==> src/hw/rtl/acvr_pkg.sv <==
`timescale 1ns / 1ps

package acvr_pkg;

  // Default width of the internal position counters.
  localparam int unsigned PosBitsDefault = 32;

  // Width of the coordinates on the result stream.
  localparam int unsigned CoordBits = 32;

  // Width of the start coordinates on the column stream.
  localparam int unsigned StartBits = 31;

  // Depth of the result queue and width of its pointers.
  localparam int unsigned ResDepth = 4;
  localparam int unsigned ResPtrBits = $clog2(ResDepth);
  localparam int unsigned ResCntBits = $clog2(ResDepth + 1);

  // Base characters that the caller looks at.
  localparam logic [7:0] CharGap   = 8'h2D;  // '-'
  localparam logic [7:0] CharNUp   = 8'h4E;  // 'N'
  localparam logic [7:0] CharNLow  = 8'h6E;  // 'n'

  // Match-line symbols.
  typedef enum logic [1:0] {
    MAP_MATCH    = 2'd0,  // '|'
    MAP_GAP      = 2'd1,  // ' '
    MAP_MISMATCH = 2'd2,  // '.'
    MAP_OTHER    = 2'd3
  } map_code_e;

  // Variant kinds on the result stream.
  typedef enum logic [2:0] {
    VAR_REFCALL = 3'd0,
    VAR_INS     = 3'd1,
    VAR_DEL     = 3'd2,
    VAR_NTGT    = 3'd3,
    VAR_NQRY    = 3'd4,
    VAR_SNP     = 3'd5,
    VAR_MNP     = 3'd6,
    VAR_ERROR   = 3'd7
  } var_kind_e;

  // One result item.
  typedef struct packed {
    var_kind_e              kind;
    logic [CoordBits-1:0]   tgt_begin;
    logic [CoordBits-1:0]   tgt_end;
    logic [CoordBits-1:0]   qry_begin;
    logic [CoordBits-1:0]   qry_end;
    logic                   done;
  } res_t;

  // Match-line symbol that a run of the given kind is made of.
  function automatic map_code_e code_of_kind(input var_kind_e kind);
    map_code_e code;
    unique case (kind)
      VAR_REFCALL:     code = MAP_MATCH;
      VAR_INS, VAR_DEL: code = MAP_GAP;
      default:         code = MAP_MISMATCH;
    endcase
    return code;
  endfunction

endpackage

==> src/hw/rtl/alignment_column_variant_runs.sv <==
`timescale 1ns / 1ps

// Alignment column variant caller. Each transfer on the slave stream carries one column of a
// pairwise alignment (match-line code, target base, query base, and on the first column of a
// block the start coordinates and the strand). Columns with the same match-line code are
// grouped into runs, and each finished run leaves on the master stream as one transfer with
// its variant kind in tuser, its target and query coordinates in tdata, and tlast set on the
// last result that the block's last column causes. A column is taken in every cycle that the queue
// has room for two (s_axis_tready high): the run state is updated by a single pass of adders and
// comparators per column, and results go into a four-entry queue in front of the master port. A
// column can close two runs (the pending run and the one its last column finishes) and so give
// two results; the queue drains one result per cycle while m_axis_tready is high, so the sustained
// rate is one column per cycle whenever columns average at most one result each. An unknown
// match-line code gives an error result, and the rest of that block is discarded up to and
// including its last column. A first column arriving mid-block abandons any open run silently.
module alignment_column_variant_runs #(
  parameter int unsigned POS_BITS = acvr_pkg::PosBitsDefault
) (
  input  logic          clk_i,
  input  logic          rst_ni,
  // Column stream. tdata from bit 0 up: map_code[1:0], target_char[9:2], query_char[17:10],
  // first_col[18], target_start[49:19], query_start[80:50], minus_strand[81], zero pad.
  input  logic          s_axis_tvalid,
  output logic          s_axis_tready,
  input  logic [87:0]   s_axis_tdata,
  input  logic          s_axis_tlast,   // last_col
  // Result stream. tdata from bit 0 up: tgt_begin[31:0], tgt_end[63:32],
  // qry_begin[95:64], qry_end[127:96].
  output logic          m_axis_tvalid,
  input  logic          m_axis_tready,
  output logic [127:0]  m_axis_tdata,
  output logic [2:0]    m_axis_tuser,   // var_kind
  output logic          m_axis_tlast    // block_done
);
  import acvr_pkg::*;

  typedef logic [POS_BITS-1:0] pos_t;

  // Unpacked column fields.
  map_code_e            map_code;
  logic [7:0]           target_char;
  logic [7:0]           query_char;
  logic                 first_col;
  logic                 last_col;
  logic [StartBits-1:0] target_start;
  logic [StartBits-1:0] query_start;
  logic                 minus_strand;

  assign map_code     = map_code_e'(s_axis_tdata[1:0]);
  assign target_char  = s_axis_tdata[9:2];
  assign query_char   = s_axis_tdata[17:10];
  assign first_col    = s_axis_tdata[18];
  assign target_start = s_axis_tdata[49:19];
  assign query_start  = s_axis_tdata[80:50];
  assign minus_strand = s_axis_tdata[81];
  assign last_col     = s_axis_tlast;

  // Run state.
  var_kind_e run_kind_q, run_kind_d;
  logic      run_active_q, run_active_d;
  logic      strand_down_q, strand_down_d;
  logic      drop_rest_q, drop_rest_d;
  pos_t      tpos_begin_q, tpos_begin_d;
  pos_t      tpos_end_q, tpos_end_d;
  pos_t      qpos_begin_q, qpos_begin_d;
  pos_t      qpos_end_q, qpos_end_d;

  logic col_fire;
  logic push0, push1;
  res_t res0, res1;
  logic room2;
  res_t out_res;

  assign col_fire      = s_axis_tvalid && s_axis_tready;
  assign s_axis_tready = room2;

  // Positions leave the block as their low coordinate bits, zero-filled when narrower.
  function automatic logic [CoordBits-1:0] to_coord(input pos_t p);
    logic [POS_BITS+CoordBits-1:0] wide;
    wide = {{CoordBits{1'b0}}, p};
    return wide[CoordBits-1:0];
  endfunction

  // Start coordinates wrap into the position width.
  function automatic pos_t from_start(input logic [StartBits-1:0] s);
    logic [POS_BITS+StartBits-1:0] wide;
    wide = {{POS_BITS{1'b0}}, s};
    return wide[POS_BITS-1:0];
  endfunction

  // Result for the run held in the given state; MNP and the ordering of the query ends
  // are settled here.
  function automatic res_t close_res(input var_kind_e kind, input pos_t tb, input pos_t te,
                                     input pos_t qb, input pos_t qe, input logic done);
    res_t r;
    r.kind = kind;
    if (kind == VAR_SNP && $signed(te) > $signed(tb)) begin
      r.kind = VAR_MNP;
    end
    r.tgt_begin = to_coord(tb);
    r.tgt_end   = to_coord(te);
    if ($signed(qe) < $signed(qb)) begin
      r.qry_begin = to_coord(qe);
      r.qry_end   = to_coord(qb);
    end else begin
      r.qry_begin = to_coord(qb);
      r.qry_end   = to_coord(qe);
    end
    r.done = done;
    return r;
  endfunction

  always_comb begin
    pos_t inc;
    logic cont;
    res_t r;

    run_kind_d    = run_kind_q;
    run_active_d  = run_active_q;
    strand_down_d = strand_down_q;
    drop_rest_d   = drop_rest_q;
    tpos_begin_d  = tpos_begin_q;
    tpos_end_d    = tpos_end_q;
    qpos_begin_d  = qpos_begin_q;
    qpos_end_d    = qpos_end_q;
    push0 = 1'b0;
    push1 = 1'b0;
    res0  = '0;
    res1  = '0;
    inc   = '0;
    cont  = 1'b0;
    r     = '0;

    if (col_fire) begin
      if (first_col) begin
        run_active_d  = 1'b0;
        drop_rest_d   = 1'b0;
        strand_down_d = minus_strand;
        tpos_begin_d  = from_start(target_start);
        tpos_end_d    = from_start(target_start);
        qpos_begin_d  = from_start(query_start);
        qpos_end_d    = from_start(query_start);
      end

      if (drop_rest_d) begin
        // Discarding the remainder of a block after an unknown code.
        if (last_col) begin
          drop_rest_d = 1'b0;
        end
      end else begin
        inc  = strand_down_d ? '1 : pos_t'(1);
        cont = run_active_d && map_code != MAP_OTHER &&
               map_code == code_of_kind(run_kind_d);

        // A change of code closes the pending run first.
        if (run_active_d && !cont) begin
          res0  = close_res(run_kind_d, tpos_begin_d, tpos_end_d, qpos_begin_d, qpos_end_d,
                            1'b0);
          push0 = 1'b1;
          tpos_end_d   = tpos_end_d + pos_t'(1);
          qpos_end_d   = qpos_end_d + inc;
          tpos_begin_d = tpos_end_d;
          qpos_begin_d = qpos_end_d;
          run_active_d = 1'b0;
        end

        if (map_code == MAP_OTHER) begin
          r      = '0;
          r.kind = VAR_ERROR;
          r.done = last_col;
          if (!push0) begin
            res0  = r;
            push0 = 1'b1;
          end else begin
            res1  = r;
            push1 = 1'b1;
          end
          if (!last_col) begin
            drop_rest_d = 1'b1;
          end
        end else begin
          if (cont) begin
            if (map_code == MAP_GAP) begin
              // Inside a gap run each side moves only where it holds a base.
              if (target_char != CharGap) begin
                tpos_end_d = tpos_end_d + pos_t'(1);
              end
              if (query_char != CharGap) begin
                qpos_end_d = qpos_end_d + inc;
              end
            end else begin
              tpos_end_d = tpos_end_d + pos_t'(1);
              qpos_end_d = qpos_end_d + inc;
            end
          end else begin
            unique case (map_code)
              MAP_MATCH: begin
                run_kind_d = VAR_REFCALL;
              end
              MAP_GAP: begin
                // Gap runs start one step back on both sides.
                tpos_begin_d = tpos_begin_d - pos_t'(1);
                qpos_begin_d = qpos_begin_d - inc;
                if (target_char == CharGap) begin
                  run_kind_d = VAR_INS;
                  tpos_end_d = tpos_end_d - pos_t'(1);
                end else begin
                  run_kind_d = VAR_DEL;
                  qpos_end_d = qpos_end_d - inc;
                end
              end
              default: begin
                if (target_char == CharNUp || target_char == CharNLow) begin
                  run_kind_d = VAR_NTGT;
                end else if (query_char == CharNUp || query_char == CharNLow) begin
                  run_kind_d = VAR_NQRY;
                end else begin
                  run_kind_d = VAR_SNP;
                end
              end
            endcase
            run_active_d = 1'b1;
          end

          // The block's last column closes whatever run it leaves open.
          if (last_col) begin
            r = close_res(run_kind_d, tpos_begin_d, tpos_end_d, qpos_begin_d, qpos_end_d,
                          1'b1);
            if (!push0) begin
              res0  = r;
              push0 = 1'b1;
            end else begin
              res1  = r;
              push1 = 1'b1;
            end
            tpos_end_d   = tpos_end_d + pos_t'(1);
            qpos_end_d   = qpos_end_d + inc;
            tpos_begin_d = tpos_end_d;
            qpos_begin_d = qpos_end_d;
            run_active_d = 1'b0;
          end
        end
      end
    end
  end

  always_ff @(posedge clk_i or negedge rst_ni) begin
    if (!rst_ni) begin
      run_kind_q    <= VAR_REFCALL;
      run_active_q  <= 1'b0;
      strand_down_q <= 1'b0;
      drop_rest_q   <= 1'b0;
      tpos_begin_q  <= '0;
      tpos_end_q    <= '0;
      qpos_begin_q  <= '0;
      qpos_end_q    <= '0;
    end else begin
      run_kind_q    <= run_kind_d;
      run_active_q  <= run_active_d;
      strand_down_q <= strand_down_d;
      drop_rest_q   <= drop_rest_d;
      tpos_begin_q  <= tpos_begin_d;
      tpos_end_q    <= tpos_end_d;
      qpos_begin_q  <= qpos_begin_d;
      qpos_end_q    <= qpos_end_d;
    end
  end

  acvr_res_fifo u_res_fifo (
    .clk_i    (clk_i),
    .rst_ni   (rst_ni),
    .push0_i  (push0),
    .push1_i  (push1),
    .wdata0_i (res0),
    .wdata1_i (res1),
    .room2_o  (room2),
    .valid_o  (m_axis_tvalid),
    .pop_i    (m_axis_tready),
    .rdata_o  (out_res)
  );

  assign m_axis_tdata = {out_res.qry_end, out_res.qry_begin, out_res.tgt_end, out_res.tgt_begin};
  assign m_axis_tuser = out_res.kind;
  assign m_axis_tlast = out_res.done;

endmodule

==> src/hw/rtl/acvr_res_fifo.sv <==
`timescale 1ns / 1ps

// Small result queue: up to two writes per cycle, one read per cycle.
module acvr_res_fifo (
  input  logic          clk_i,
  input  logic          rst_ni,
  input  logic          push0_i,
  input  logic          push1_i,
  input  acvr_pkg::res_t wdata0_i,
  input  acvr_pkg::res_t wdata1_i,
  output logic          room2_o,
  output logic          valid_o,
  input  logic          pop_i,
  output acvr_pkg::res_t rdata_o
);
  import acvr_pkg::*;

  res_t                  mem_q [ResDepth];
  logic [ResPtrBits-1:0] wr_ptr_q, wr_ptr_d;
  logic [ResPtrBits-1:0] rd_ptr_q, rd_ptr_d;
  logic [ResCntBits-1:0] count_q, count_d;
  logic                  do_pop;
  logic [ResPtrBits-1:0] wr_ptr_nx;

  assign valid_o   = (count_q != '0);
  assign rdata_o   = mem_q[rd_ptr_q];
  assign do_pop    = pop_i && valid_o;
  assign room2_o   = (count_q <= ResCntBits'(ResDepth - 2));
  assign wr_ptr_nx = wr_ptr_q + ResPtrBits'(1);

  always_comb begin
    wr_ptr_d = wr_ptr_q;
    count_d  = count_q;
    if (push0_i) begin
      wr_ptr_d = wr_ptr_d + ResPtrBits'(1);
      count_d  = count_d + ResCntBits'(1);
    end
    if (push1_i) begin
      wr_ptr_d = wr_ptr_d + ResPtrBits'(1);
      count_d  = count_d + ResCntBits'(1);
    end
    rd_ptr_d = rd_ptr_q;
    if (do_pop) begin
      rd_ptr_d = rd_ptr_q + ResPtrBits'(1);
      count_d  = count_d - ResCntBits'(1);
    end
  end

  always_ff @(posedge clk_i or negedge rst_ni) begin
    if (!rst_ni) begin
      wr_ptr_q <= '0;
      rd_ptr_q <= '0;
      count_q  <= '0;
    end else begin
      wr_ptr_q <= wr_ptr_d;
      rd_ptr_q <= rd_ptr_d;
      count_q  <= count_d;
    end
  end

  // Payload storage needs no reset. The second write only ever follows a first one.
  always_ff @(posedge clk_i) begin
    if (push0_i) begin
      mem_q[wr_ptr_q] <= wdata0_i;
    end
    if (push1_i) begin
      mem_q[wr_ptr_nx] <= wdata1_i;
    end
  end

endmodule
==> config.mk <==
export PLATFORM = sky130hd
export DESIGN_NAME = alignment_column_variant_runs
export DESIGN_NICKNAME = d
export VERILOG_FILES = /design/src/hw/rtl/acvr_pkg.sv /design/src/hw/rtl/alignment_column_variant_runs.sv /design/src/hw/rtl/acvr_res_fifo.sv
export SDC_FILE = /design/constraint.sdc
export NUM_CORES = 2
export LEC_CHECK = 0
export ABC_CLOCK_PERIOD_IN_PS = 13200
export BUFFER_PORTS_ARGS = -buffer_cell sky130_fd_sc_hd__buf_2
export CAP_MARGIN = 5
export CELL_PAD_IN_SITES_DETAIL_PLACEMENT = 0
export CELL_PAD_IN_SITES_GLOBAL_PLACEMENT = 1
export CORE_UTILIZATION = 46
export CTS_CLUSTER_DIAMETER = 150
export DETAILED_ROUTE_END_ITERATION = 10
export PLACE_DENSITY_LB_ADDON = 0.1
export SLEW_MARGIN = 40
export SYNTH_ARGS = -nofsm -noshare
export SYNTH_HDL_FRONTEND = slang
export SYNTH_HIERARCHICAL = 1
export SYNTH_SLANG_ARGS = --single-unit
==> constraint.sdc <==
create_clock -name clk_i -period 13.2 [get_ports clk_i]
set_input_delay 1.98 -clock clk_i [delete_from_list [all_inputs] [get_ports clk_i]]
set_output_delay 1.98 -clock clk_i [all_outputs]
set_load 0.01 [all_outputs]
# Word level (Yosys, flattened, before mapping)

Memory sizes are Yosys's and may differ from the RTL's.
Index checks and enable logic that the tools add are counted.
Widths: inputs -> output; s select.

Register bits: 141
Memory bits (writable): 528
Bits of input ports: 93
Output and inout port bits: 134
Logic and storage cells: 187
Memories: 1

Memories:

| name             | words | bits a word | rd ports | clocked after Yosys merged registers in | write ports | RTL line            | RTL |
|---|---|---|---|---|---|---|---|
| u_res_fifo.mem_q | 4     | 132         | 1        | 0                                       | 2           | acvr_res_fifo.sv:18 | `res_t mem_q [ResDepth];` |

Add/sub/neg operators: 16
Order comparisons: 5
Equality and inequality tests: 15
Multiplexer cells: 122
Bitwise gates (word level): 2
Reduce and logical (&&, ||, !) cells: 15

Operator list:

| cell                  | count |
|---|---|
| $mux 32               | 59 |
| $mux 132              | 13 |
| $mux 64               | 2 |
| $add 32x1->32 const B | 3 |
| $add 32x32->32        | 3 |
| $gt 32x32->1          | 2 |
| $lt 32x32->1          | 2 |
| $sub 32x1->32 const B | 2 |
| $sub 32x32->32        | 2 |
| $eq 8x7->1 const B    | 4 |
| $mux 1                | 31 |
| $mux 3                | 10 |
| $ne 8x6->1 const B    | 2 |
| $mux 2                | 5 |
| $eq 8x6->1 const B    | 1 |
| $logic_and 1x1->1     | 7 |
| $add 2x1->2 const B   | 3 |
| $add 3x1->3 const B   | 2 |
| $eq 3x3->1 const B    | 2 |
| $pmux 3 s2            | 1 |
| $pmux 2 s2            | 1 |
| $eq 3x1->1 const B    | 1 |
| $eq 3x2->1 const B    | 1 |
| $le 3x2->1 const B    | 1 |
| other kinds (13)      | 15 |

# Longest topological paths before layout

Depth in word-level cells: 27
Depth in mapped cells: 52
Mapped depth without buffers: 42

# Modules after synthesis

Netlist, hierarchy kept.

Modules (own cells, without submodules):

| module                        | instances | cells each | area each (µm²) | seq. area each (µm²) |
|---|---|---|---|---|
| alignment_column_variant_runs | 1         | 4,119      | 29,026.6        | 3,353.2 |
| acvr_res_fifo                 | 1         | 1,335      | 25,938.6        | 16,030.4 |

# Least setup slack after synthesis

Ideal clock, no wire load.

Path type: input port to flip-flop
Start: input s_axis_tdata[18]
End: memory u_res_fifo/mem_q[0][62] in the netlist's numbering (data pin)
Library setup time: 0.262 ns
Arrival: 16.651 ns
Required time: 12.938 ns
Slack: -3.714 ns
Stages on the path: 50
Buffers on the path: 10
Cells stage by stage: buf_6 > buf_12 > buf_12 > buf_4 > buf_2 > buf_2 > buf_2 > buf_2 > mux2i_1 > inv_1 > clkbuf_1 > ha_1 > nor2b_1 > o21a_1 > o21ai_0 > a21oi_1 > nor4_1 > nor2_1 > [... 14 more ...] > nor2_1 > o32ai_1 > a211oi_1 > ha_1 > a21o_1 > a21oi_1 > nor2b_1 > o21ai_0 > nand2b_1 > a21oi_1 > o31ai_1 > a21oi_1 > o21ai_0 > nor2_1 > clkbuf_1 > mux2i_1 > o22ai_1 > mux2_1

RTL lines:

| item               | RTL line                            | RTL |
|---|---|---|
| start: declaration | alignment_column_variant_runs.sv:25 | `input logic [87:0] s_axis_tdata,` |
| end: declaration   | acvr_res_fifo.sv:18                 |  |

==> results.py <==
metrics = {
    "run_status": {
        "status": "complete, no violations",
    },
    "floorplan": {
        "coreArea_um2": 118000,
        "row_count": 126,
        "die_x_um": 348,
        "start_util_pct": 46.5,
        "die_h_um": 348,
        "io_pins": 227,
        "die_area_um2": 121000,
    },
    "worst_setup_path": {
        "critical_path.startpoint_type": "primary input",
        "rrSetupSlack_ps": 2530,
        "cpPeakStageDelay_ps": 620,
        "reg2reg_from": "qpos_end_q[0]$_DFFE_PN0P_",
        "crit_fanout": 38,
        "cp_common_cell": "a21o_1",
        "path_buf_inv": 3,
        "crit_cells": 39,
        "worstSetupEndpointType": "register",
        "r2r-end": "u_res_fifo/mem_q[0][64]$_DFFE_PP_",
        "worstSetupPathType": "in2reg",
        "slowest_stage": "a21boi_0",
        "cp-startpoint": "s_axis_tdata[18]",
        "endpoint": "u_res_fifo/mem_q[0][64]$_DFFE_PP_",
        "worstRegToRegCells": 38,
        "worstPathArrival_ps": 12530,
        "worst-endpoint-required_ps": 13650,
        "cp_top_family": "compound AO/OA/AOI/OAI gates",
    },
    "logic_synthesis": {
        "synthesis.area_um2": 55000,
        "netlist-cell-type-count": 133,
        "synthCells": 5454,
        "avgSynthCellArea_um2": 10.1,
        "synthArstFlopShare_pct": 21.1,
        "yosys_warnings": 6,
        "yosysSeqAreaShare_pct": 35.3,
        "ys_seq_elements": 669,
        "synth_edf_count": 528,
        "synthesis.nets": 5844,
        "ys.flop_type": "edfxtp_1",
    },
    "timing": {
        "period_needed_ps": 12080,
        "fmax_mhz": 82.8,
        "hold_viol_final": 0,
        "fin_setup_tns_ps": 0,
        "slew_violations": 0,
        "setup_ws_ps": 1120,
        "relSlewSlack_pct": 37.9,
        "setup_violations": 0,
        "fin_skew_ps": 29.5,
        "rsz0062_at_grt": "no",
        "finalCritPeriodShare_pct": 91.5,
        "worst_pin_slew_ps": 926,
    },
    "global_route": {
        "grt_max_degree": 109,
        "grtUsageTotal_pct": 34.7,
        "grt_pass1_vias": 44900,
        "grt-busiest-layer": "met2",
        "gr-usage-met1_pct": 40.9,
        "antenna_found_initial": 8,
        "gr-usage-met3_pct": 4.17,
        "grt_use_met2_pct": 58.8,
        "grt.overflow.total": 0,
        "grt_pass1_wl_um": 308000,
    },
    "drt": {
        "avgRoutedWirePerCell_um": 29.7,
        "drtIter0Drc": 3830,
        "vias_per_cell": 6.35,
        "drcViolationCount": 0,
        "first_pass_iters": 5,
        "via_count": 45900,
        "wirelength_um": 214000,
        "ant_nets": 0,
    },
    "finish": {
        "nets": 5998,
        "post_route_cells_drive_above_1_share_pct": 19.4,
        "fillCellCount": 10900,
        "area_growth_pct": 10.9,
        "register_area_um2": 19400,
        "multi_input_area_um2": 33700,
        "fin_util_pct": 51.6,
    },
    "power": {
        "internal_power_uw": 7580,
        "switching_share_pct": 48.2,
        "p_sw_uw": 7060,
        "pwr_density_cell_nw_per_um2": 240,
        "ir_worst_vdd_uv": 344,
        "power_frac_seq_pct": 20.1,
        "pwr-share-clk_pct": 16.2,
        "leakage_uw": 0.0245,
        "share_comb_of_total_power_pct": 63.7,
    },
    "clock_tree": {
        "cts_sinks": 669,
        "clkTransAtPathRegs_ps": 60,
        "cts_setup_buffers": 0,
        "cts_tree": "built",
        "hold_buffers": 0,
        "cts_buffers": 82,
        "cts_root_buffer": "clkbuf_16",
        "clk_latency_ps": 720,
        "clockBufferDepth": 3,
        "cts_resized": 0,
        "htreeDepth": 3,
    },
    "hold_path": {
        "hold_class": "reg2reg",
    },
    "run": {
        "drv_cap": 0,
    },
    "place": {
        "dp_slack_ps": 639,
        "port_buffers": 220,
        "gp_congestion": 0.983,
        "hpwl_um": 155000,
    },
}
-- through the flow --
step	std cells	cell area (um^2)	total power (uW)	hold slack, ps
2_1_floorplan	5454	55000	9060	446
3_3_place_gp	7055	57900	12100	458
3_5_place_dp	7059	58100	12200	466
4_1_cts	7210	60900	14600	479
5_1_grt	7212	61000	15500	508
6_report	7219	61000	14600	476
-- power by group through the flow --
stage,registers (uW),clock network [uW],logic [uW]
after detailed placement,3000,0,9160
after global placement,2980,0,9130
after global routing,2970,2470,10000
final,2940,2370,9320
after floorplan,2870,0,6180
after CTS,2960,2400,9220
-- Yosys cell counts (51+ instances only) --
cell type	count	area (um^2)
mux2i_1	157	1570
a31oi_1	65	407
nor2_1	550	2060
a21o_1	108	811
mux2_2	296	3330
o21ai_0	270	1350
clkbuf_1	181	679
o22ai_1	153	957
a21oi_1	368	1840
mux4_2	132	2970
mux2_1	276	3110
dfrtp_1	141	3530
inv_1	169	634
edfxtp_1	528	15900
nand2_1	381	1430
nand4_1	53	332
xnor2_1	203	1780
nand3_1	80	400
xor2_1	64	561
ha_1	291	3640
nor3_1	73	365
nand2b_1	51	319
buf_2	62	310
nor2b_1	60	375
-- cell type report --
cell class              count  area share [%]
well taps                1536            3.15
clock buffers             104            3.63
inverters                 183            1.14
repair buffers            380            4.03
clock inverters            47           0.882
diodes                      8          0.0328
multi-input cells        4292            55.3
flip-flops and latches    669            31.8
-- per-layer routing --
| metal | share of wire [%] | vias to the layer above |
|---|---|---|
| met1 | 38 | 22600 |
| met5 | 0.016 | - |
| met3 | 5.0 | 524 |
| met2 | 48 | 1654 |
| met4 | 8.2 | 4 |
| li1 | - | 21100 |
-- sequential cells by signal, summed over array words and instances (netlist names) --
| name | cells |
|---|---|
| drop_rest_q | 1 |
| qpos_begin_q | 32 |
| qpos_end_q | 32 |
| run_active_q | 1 |
| run_kind_q | 3 |
| strand_down_q | 1 |
| tpos_begin_q | 32 |
| tpos_end_q | 32 |
| u_res_fifo/count_q | 3 |
| u_res_fifo/mem_q | 528 |
| u_res_fifo/rd_ptr_q | 2 |
| u_res_fifo/wr_ptr_q | 2 |
-- how the worst min path moves through the flow --
stage,start,endpoint,slack [ps],cells past startpoint
finish,qpos_begin_q[28]$_DFFE_PN0P_,qpos_begin_q[28]$_DFFE_PN0P_,480,2
global route,qpos_begin_q[28]$_DFFE_PN0P_,qpos_begin_q[28]$_DFFE_PN0P_,510,2
CTS,qpos_end_q[1]$_DFFE_PN0P_,qpos_end_q[1]$_DFFE_PN0P_,480,2
detailed placement,qpos_end_q[1]$_DFFE_PN0P_,qpos_end_q[1]$_DFFE_PN0P_,470,2
global placement,tpos_end_q[25]$_DFFE_PN0P_,tpos_end_q[25]$_DFFE_PN0P_,460,1
floorplan,qpos_begin_q[28]$_DFFE_PN0P_,qpos_begin_q[28]$_DFFE_PN0P_,450,2
-- layout by cell type (no fill, tap or decap), types with 19 or more instances in the layout --
| cell | n |
|---|---|
| o22ai_1 | 152 |
| ha_1 | 291 |
| xor2_1 | 64 |
| edfxtp_1 | 528 |
| buf_4 | 140 |
| buf_2 | 220 |
| clkbuf_16 | 83 |
| o21ai_0 | 265 |
| mux2_1 | 276 |
| xnor2_1 | 202 |
| nor3_1 | 72 |
| o21bai_1 | 31 |
| o21a_1 | 27 |
| a21o_1 | 108 |
| o31ai_1 | 19 |
| a211oi_1 | 29 |
| nand2_1 | 371 |
| nor2b_1 | 60 |
| clkinv_1 | 19 |
| mux2i_1 | 141 |
| nand3_1 | 79 |
| nor2_1 | 544 |
| a221oi_1 | 36 |
| nand2b_1 | 51 |
| a22oi_1 | 35 |
| or3_1 | 24 |
| o211ai_1 | 36 |
| dfrtp_1 | 139 |
| nand4_1 | 53 |
| mux2_2 | 296 |
| inv_1 | 168 |
| nor4_1 | 28 |
| a31oi_1 | 64 |
| and3_1 | 22 |
| mux4_2 | 132 |
| a21oi_1 | 364 |
-- cells by family (layout without fill, tap and decap cells) --
group,count (synthesis),after routing,share of synthesized area (%)
and+or+nand+nor,1477,1477,13.0
AOI/OAI and AO/OA,1377,1377,16.2
muxes,865,865,20.1
DFF,669,669,35.3
buffers and inverters,493,714,4.05
adders and majority gates,297,297,6.84
xor gates and xnor gates,276,276,4.53
other,0,8,0
-- worst reg2reg max path: cells and delay by family, from the launching register on --
| family | cells | cell delay, ps |
|---|---|---|
| compound gates | 20 | 5300 |
| xor+xnor | 1 | 90 |
| fa+ha+maj | 3 | 1150 |
| buf+inv | 2 | 410 |
| flops | 1 | 380 |
| mux | 3 | 1220 |
| simple gates | 9 | 1850 |
(Power assumes the default switching activity.)
